<file path="config.mk">
export PLATFORM = sky130hd
export DESIGN_NAME = two_key_press_duration_classifier_top
export DESIGN_NICKNAME = d
export VERILOG_FILES = /design/src/sv/tkpdc_pkg.sv /design/src/sv/two_key_press_duration_classifier_top.sv /design/src/sv/tkpdc_cfg.sv /design/src/sv/tkpdc_eval.sv
export VERILOG_INCLUDE_DIRS = /design/src /design/src/sv
export SDC_FILE = /design/constraint.sdc
export NUM_CORES = 1
export LEC_CHECK = 0
export ABC_AREA = 1
export BUFFER_PORTS_ARGS = -buffer_cell sky130_fd_sc_hd__buf_2
export CAP_MARGIN = 40
export CORE_MARGIN = 2
export CORE_UTILIZATION = 30
export DETAILED_ROUTE_END_ITERATION = 10
export SYNTH_ARGS = -nofsm -noshare
export SYNTH_HDL_FRONTEND = slang
export SYNTH_SLANG_ARGS = --single-unit
</file>
<file path="constraint.sdc">
create_clock -name clk -period 2.8 [get_ports clk]
set_input_delay 0.56 -clock clk [delete_from_list [all_inputs] [get_ports clk]]
set_output_delay 0.56 -clock clk [all_outputs]
set_load 0.02 [all_outputs]
</file>
<file path="src/sv/two_key_press_duration_classifier_top_defines.svh">
// Assertion macros used by the key press classifier top level.
`ifndef TWO_KEY_PRESS_DURATION_CLASSIFIER_TOP_DEFINES_SVH
`define TWO_KEY_PRESS_DURATION_CLASSIFIER_TOP_DEFINES_SVH

// Same-cycle implication, sampled on clk and disabled during reset.
`define TKPDC_ASSERT_SAME(lbl, pre, post) \
	lbl: assert property (@(posedge clk) disable iff (!arst_n) (pre) |-> (post)) \
		else $error("key press classifier assertion failed");

// Next-cycle implication, sampled on clk and disabled during reset.
`define TKPDC_ASSERT_NEXT(lbl, pre, post) \
	lbl: assert property (@(posedge clk) disable iff (!arst_n) (pre) |=> (post)) \
		else $error("key press classifier assertion failed");

`endif

</file>
<file path="src/sv/tkpdc_pkg.sv">
// Types and constants of the two-key press duration classifier.
`timescale 1ns / 1ps
package tkpdc_pkg;

	localparam int unsigned CountW = 10;
	localparam int unsigned CfgIndexW = 2;

	typedef logic [CountW-1:0] count_t;

	localparam logic [1:0] EV_NONE  = 2'd0;
	localparam logic [1:0] EV_QUICK = 2'd1;
	localparam logic [1:0] EV_LONG  = 2'd2;
	localparam logic [1:0] EV_VLONG = 2'd3;

	localparam logic [CfgIndexW-1:0] CFG_QUICK_MIN = 2'd0;
	localparam logic [CfgIndexW-1:0] CFG_LONG      = 2'd1;
	localparam logic [CfgIndexW-1:0] CFG_VERY_LONG = 2'd2;

	localparam count_t QUICK_MIN_RESET = 10'd2;
	localparam count_t LONG_RESET      = 10'd100;
	localparam count_t VERY_LONG_RESET = 10'd1000;

	typedef struct packed {
		logic key0_level;
		logic key1_level;
		logic system_idle;
	} in_item_t;

	typedef struct packed {
		logic [1:0] key0_event;
		logic [1:0] key1_event;
		logic       shutdown_request;
	} out_item_t;

	typedef struct packed {
		count_t quick_min_ticks;
		count_t long_ticks;
		count_t very_long_ticks;
	} cfg_t;

	// Per-press state; key 1 never records a quick event on press.
	typedef struct packed {
		count_t hold0;
		count_t hold1;
		logic   quick_sent0;
		logic   shutdown_sent;
		logic   press_began_idle;
	} key_state_t;

endpackage

</file>
<file path="src/sv/two_key_press_duration_classifier_top.sv">
// Top level of the two-key press duration classifier.
// A tick accepted into the input register moves into the output register when that register advances.
// Throughput: one tick per cycle; the input register advances whenever the output is free.
// Every accepted tick yields exactly one result transaction.
// Reset clears the press state, both pipeline valids and loads the default thresholds.
`timescale 1ns / 1ps
`include "two_key_press_duration_classifier_top_defines.svh"
module two_key_press_duration_classifier_top (
	input  logic                            clk,
	input  logic                            arst_n,
	input  logic                            cfg_write,
	input  logic [tkpdc_pkg::CfgIndexW-1:0] cfg_index,
	input  tkpdc_pkg::count_t               cfg_data,
	input  logic                            in_valid,
	output logic                            in_stall,
	input  tkpdc_pkg::in_item_t             in_item,
	output logic                            out_valid,
	input  logic                            out_stall,
	output tkpdc_pkg::out_item_t            out_item
);
	import tkpdc_pkg::*;

	cfg_t       cfg;
	in_item_t   item_s1;
	logic       valid_s1;
	key_state_t state_q;
	key_state_t state_next;
	out_item_t  result;
	out_item_t  out_item_q;
	logic       out_valid_q;
	logic       advance;
	logic       in_accept;

	tkpdc_cfg u_cfg (
		.clk       (clk),
		.arst_n    (arst_n),
		.cfg_write (cfg_write),
		.cfg_index (cfg_index),
		.cfg_data  (cfg_data),
		.cfg       (cfg)
	);

	tkpdc_eval u_eval (
		.item       (item_s1),
		.cfg        (cfg),
		.state      (state_q),
		.state_next (state_next),
		.result     (result)
	);

	// The held tick moves on when the output register is empty or being drained.
	assign advance   = ~out_valid_q | ~out_stall;
	assign in_stall  = valid_s1 & ~advance;
	assign in_accept = in_valid & ~in_stall;

	always_ff @(posedge clk or negedge arst_n) begin
		if (!arst_n) begin
			valid_s1 <= 1'b0;
		end else if (in_accept) begin
			valid_s1 <= 1'b1;
		end else if (advance) begin
			valid_s1 <= 1'b0;
		end
	end

	always_ff @(posedge clk) begin
		if (in_accept) begin
			item_s1 <= in_item;
		end
	end

	always_ff @(posedge clk or negedge arst_n) begin
		if (!arst_n) begin
			state_q     <= '0;
			out_valid_q <= 1'b0;
		end else if (advance) begin
			out_valid_q <= valid_s1;
			if (valid_s1) begin
				state_q <= state_next;
			end
		end
	end

	always_ff @(posedge clk) begin
		if (advance && valid_s1) begin
			out_item_q <= result;
		end
	end

	assign out_valid = out_valid_q;
	assign out_item  = out_item_q;

	`TKPDC_ASSERT_SAME(a_shutdown_with_long, out_valid_q && out_item_q.shutdown_request,
		out_item_q.key0_event == EV_LONG)
	`TKPDC_ASSERT_SAME(a_key0_no_vlong, out_valid_q, out_item_q.key0_event != EV_VLONG)
	`TKPDC_ASSERT_SAME(a_stall_only_when_held, in_stall, valid_s1 && out_valid_q && out_stall)
	`TKPDC_ASSERT_NEXT(a_tick_reaches_output, valid_s1 && advance, out_valid_q)

endmodule

</file>
<file path="src/sv/tkpdc_cfg.sv">
// Threshold registers written through the configuration port.
`timescale 1ns / 1ps
module tkpdc_cfg (
	input  logic                           clk,
	input  logic                           arst_n,
	input  logic                           cfg_write,
	input  logic [tkpdc_pkg::CfgIndexW-1:0] cfg_index,
	input  tkpdc_pkg::count_t              cfg_data,
	output tkpdc_pkg::cfg_t                cfg
);
	import tkpdc_pkg::*;

	cfg_t cfg_q;

	always_ff @(posedge clk or negedge arst_n) begin
		if (!arst_n) begin
			cfg_q.quick_min_ticks <= QUICK_MIN_RESET;
			cfg_q.long_ticks      <= LONG_RESET;
			cfg_q.very_long_ticks <= VERY_LONG_RESET;
		end else if (cfg_write) begin
			case (cfg_index)
				CFG_QUICK_MIN: cfg_q.quick_min_ticks <= cfg_data;
				CFG_LONG:      cfg_q.long_ticks      <= cfg_data;
				CFG_VERY_LONG: cfg_q.very_long_ticks <= cfg_data;
				default: ;
			endcase
		end
	end

	assign cfg = cfg_q;

endmodule

</file>
<file path="src/sv/tkpdc_eval.sv">
// Per-tick classification: next press state and the events of one scan tick.
`timescale 1ns / 1ps
module tkpdc_eval (
	input  tkpdc_pkg::in_item_t   item,
	input  tkpdc_pkg::cfg_t       cfg,
	input  tkpdc_pkg::key_state_t state,
	output tkpdc_pkg::key_state_t state_next,
	output tkpdc_pkg::out_item_t  result
);
	import tkpdc_pkg::*;

	localparam int unsigned StepW = CountW + 1;

	logic             pressed0;
	logic             pressed1;
	logic [StepW-1:0] step0;
	logic [StepW-1:0] step1;
	logic [StepW-1:0] quick_w;
	logic [StepW-1:0] long_w;
	logic [StepW-1:0] vlong_w;
	logic             began_idle;

	assign pressed0 = ~item.key0_level;
	assign pressed1 = ~item.key1_level;
	// One bit of headroom: the count may sit at 1023 after a lowered ceiling.
	assign step0    = {1'b0, state.hold0} + StepW'(1);
	assign step1    = {1'b0, state.hold1} + StepW'(1);
	assign quick_w  = {1'b0, cfg.quick_min_ticks};
	assign long_w   = {1'b0, cfg.long_ticks};
	assign vlong_w  = {1'b0, cfg.very_long_ticks};

	// The idle flag is latched on the first tick of a power key press.
	assign began_idle = (pressed0 && step0 == StepW'(1)) ? item.system_idle
		: state.press_began_idle;

	always_comb begin
		state_next = state;
		result     = '0;
		state_next.press_began_idle = began_idle;

		if (pressed0) begin
			if (item.system_idle && step0 == quick_w && !state.quick_sent0) begin
				result.key0_event      = EV_QUICK;
				state_next.quick_sent0 = 1'b1;
			end
			if (step0 == long_w && !began_idle) begin
				result.key0_event = EV_LONG;
				if (!state.shutdown_sent) begin
					result.shutdown_request  = 1'b1;
					state_next.shutdown_sent = 1'b1;
				end
			end
			state_next.hold0 = (step0 > vlong_w) ? cfg.very_long_ticks : step0[CountW-1:0];
		end else begin
			if (state.hold0 >= cfg.quick_min_ticks && state.hold0 < cfg.long_ticks
					&& !state.quick_sent0) begin
				result.key0_event = EV_QUICK;
			end
			state_next.hold0            = '0;
			state_next.quick_sent0      = 1'b0;
			state_next.shutdown_sent    = 1'b0;
			state_next.press_began_idle = 1'b0;
		end

		if (pressed1) begin
			if (step1 == long_w) begin
				result.key1_event = EV_LONG;
			end else if (step1 == vlong_w) begin
				result.key1_event = EV_VLONG;
			end
			state_next.hold1 = (step1 > vlong_w) ? cfg.very_long_ticks : step1[CountW-1:0];
		end else begin
			if (state.hold1 >= cfg.quick_min_ticks && state.hold1 < cfg.long_ticks) begin
				result.key1_event = EV_QUICK;
			end
			state_next.hold1 = '0;
		end
	end

endmodule
</file>
==> flow_summary.json <==
{
  "clk_pin_slew_ns": 0.06,
  "layout_common_cells": "224 x nand2_1, 91 x inv_1, 89 x nand3_1",
  "wirelength_mm": 16.4,
  "max_freq_mhz": 377,
  "layout.nets": 885,
  "reg2reg_depth": 14,
  "die_area_um2": 18600,
  "synthTopCellsByArea": "dfrtp_1 21%, nand2_1 16%, ha_1 15%, nand3_1 8.5%, inv_1 6.5%",
  "start_kind": "flop",
  "required_ns": 3.08,
  "p_leak_nw": 3.26,
  "skew_ns": 0.00835,
  "antenna_found_initial": 0,
  "hold_violations": 0,
  "synth-seq-area-share_pct": 31.0,
  "ant_nets": 0,
  "portBuffers": 26,
  "async_flop_share_pct": 87.3,
  "cts_setup_buffers": 0,
  "slew_headroom_pct": 54.1,
  "postCtsHoldBufs": 0,
  "endpoint_kind": "flop",
  "core-area_um2": 17200,
  "area_growth_pct": 18.7,
  "synthDistinctLibCells": 39,
  "wire_per_inst_um": 15.9,
  "status": "complete, no violations",
  "clockBufferDepth": 2,
  "grt_overflow": 0,
  "finalMaxSlewViolations": 0,
  "yosys.area.top_type": "dfrtp_1",
  "netlist_area_um2": 5260,
  "final_core_util_pct": 36.2,
  "via_per_inst": 4.94,
  "worstMarginPinSlew_ns": 0.687,
  "place.gp.congestion": 0.915,
  "start_util_pct": 30.5,
  "grtUsageTotal_pct": 18.6,
  "n_antenna_cell": 0,
  "hold_path.class": "primary input to async pin",
  "syn_nets": 830,
  "fillers": 1823,
  "synth-seq-cells": 63,
  "critical_path_class": "flop to flop",
  "syn_avg_cell_area_um2": 7.04,
  "path_max_fanout": 9,
  "drtIter0Drc": 500,
  "cap_violations": 0,
  "synth_cells": 747,
  "dp_hpwl_mm": 13.0,
  "synth_warnings": 0,
  "max-vdd-ir-drop_v": 0.000399,
  "die_h_um": 136,
  "cts.sinks": 63,
  "crit_arrival_ns": 2.93,
  "num_vias": 5103,
  "die_w_um": 136,
  "power_density_nw_per_um2": 1020,
  "numCtsBuffers": 9,
  "synth-edff-count": 8,
  "cts_root_buf": "clkbuf_16",
  "layout-drive-gt1-share_pct": 15.6,
  "post-route-period-util_pct": 94.6,
  "io_pins": 27,
  "mostFrequentLayoutCell": "nand2_1",
  "grt_pass1_wl_mm": 25.9,
  "first_pass_iters": 5,
  "cts_max_level": 3,
  "grt_max_degree": 35,
  "drc": 0,
  "setup_viol": 0,
  "insertion_delay_ns": 0.35,
  "regToRegSetupSlack_ns": 0.15,
  "cts_tree": "yes",
  "row_count": 48,
  "power.total_w": 0.00640,
  "fin_tns_setup_ns": 0,
  "grt_pass1_vias": 4728,
  "synth_top_area_share_pct": 21.4,
  "synth_flop_cell": "dfrtp_1",
  "period_minus_slack_ns": 2.65
}
-- metrics by stage --
stage                     setup slack, ns  cell area (um2)  hold WS, ns  instances
after floorplan                     0.294             5260        0.264        747
after global placement              0.162             5850        0.461       1015
after detailed placement           0.0249             5850        0.474       1015
after CTS                          0.0107             6180        0.256       1031
after global routing             -0.00505             6250        0.282       1032
final                               0.150             6250        0.231       1032
-- path summary, 6_finish.rpt --
path                                   from           end
max in group asynchronous            arst_n  u_cfg.cfg[8]
worst max register to register  state_q[13]   state_q[22]
min in group clk                 in_item[2]    item_s1[2]
worst min register to register     valid_s1     out_valid
worst max-delay path            state_q[13]   state_q[22]
worst min-delay path                 arst_n    state_q[2]
-- cells in the mapped netlist (2+ instances only) --
cell,instances
buf_2,3
inv_1,91
clkinv_1,2
nand3_1,89
ha_1,63
nand4_1,20
nor2_2,6
nand3_2,2
nor2_4,3
dfstp_2,10
nand2_1,227
o211ai_1,3
a21oi_1,26
buf_4,5
o21ai_0,39
a211oi_1,4
xor2_1,6
nand2_2,14
nor3_1,3
o21a_1,4
a21o_1,2
dfrtp_1,45
nor4_1,4
edfxtp_1,8
nor2_1,47
clkbuf_1,8
-- state kept, by name, summed over array words and instances, names as in the netlist --
signal and cells:
item_s1 3, out_item 5, out_valid 1, state_q 23, u_cfg.cfg 30, valid_s1 1
-- layer usage --
layer  track usage [%]  wire [um]
met5                 0          0
met4              6.54        425
met3              3.69        954
met2              28.2       7060
met1              26.3       7960
-- timing repair --
action | CTS | global route
setup endpoints to repair | 0 | 22
hold endpoints to repair | 0 | 0
gates resized for setup | 0 | 16
-- cell families after synthesis --
kind of cell	Yosys count	synth area share [%]
AO/OA/AOI/OAI	83	8.90
XOR/XNOR	8	1.59
adder cells (fa/ha/maj)	63	15.0
buffers and inverters	111	8.37
flip-flops	63	31.0
AND/OR/NAND/NOR	419	35.2
-- power by group --
part           total (W)  switching, W  internal, W
clock            0.00126      0.000469     0.000791
sequential       0.00149      0.000312      0.00118
combinational    0.00364       0.00226      0.00139
-- critical path: stages (launching register included) --
cell and delay [ns]:
dfrtp_1 0.35, buf_4 0.20, inv_1 0.10, nor2_4 0.19, nand3_2 0.13, nand2_2 0.14
inv_1 0.06, ha_1 0.29, nand2_1 0.09, nor4_4 0.34, o2111ai_4 0.20, buf_6 0.17
nand3_1 0.10, nand3_1 0.13, nand2_1 0.08
-- area by class of cell --
type / instances / area [um2] / share of cell area (%)
timing repair buffer: 61 / 407 / 6.51
tap: 225 / 282 / 4.51
multi-input combinational: 573 / 3250 / 52.0
inverter: 94 / 354 / 5.67
sequential: 63 / 1630 / 26.1
clock buffer: 9 / 225 / 3.61
clock inverter: 7 / 101 / 1.62
(Power assumes the default switching activity.)
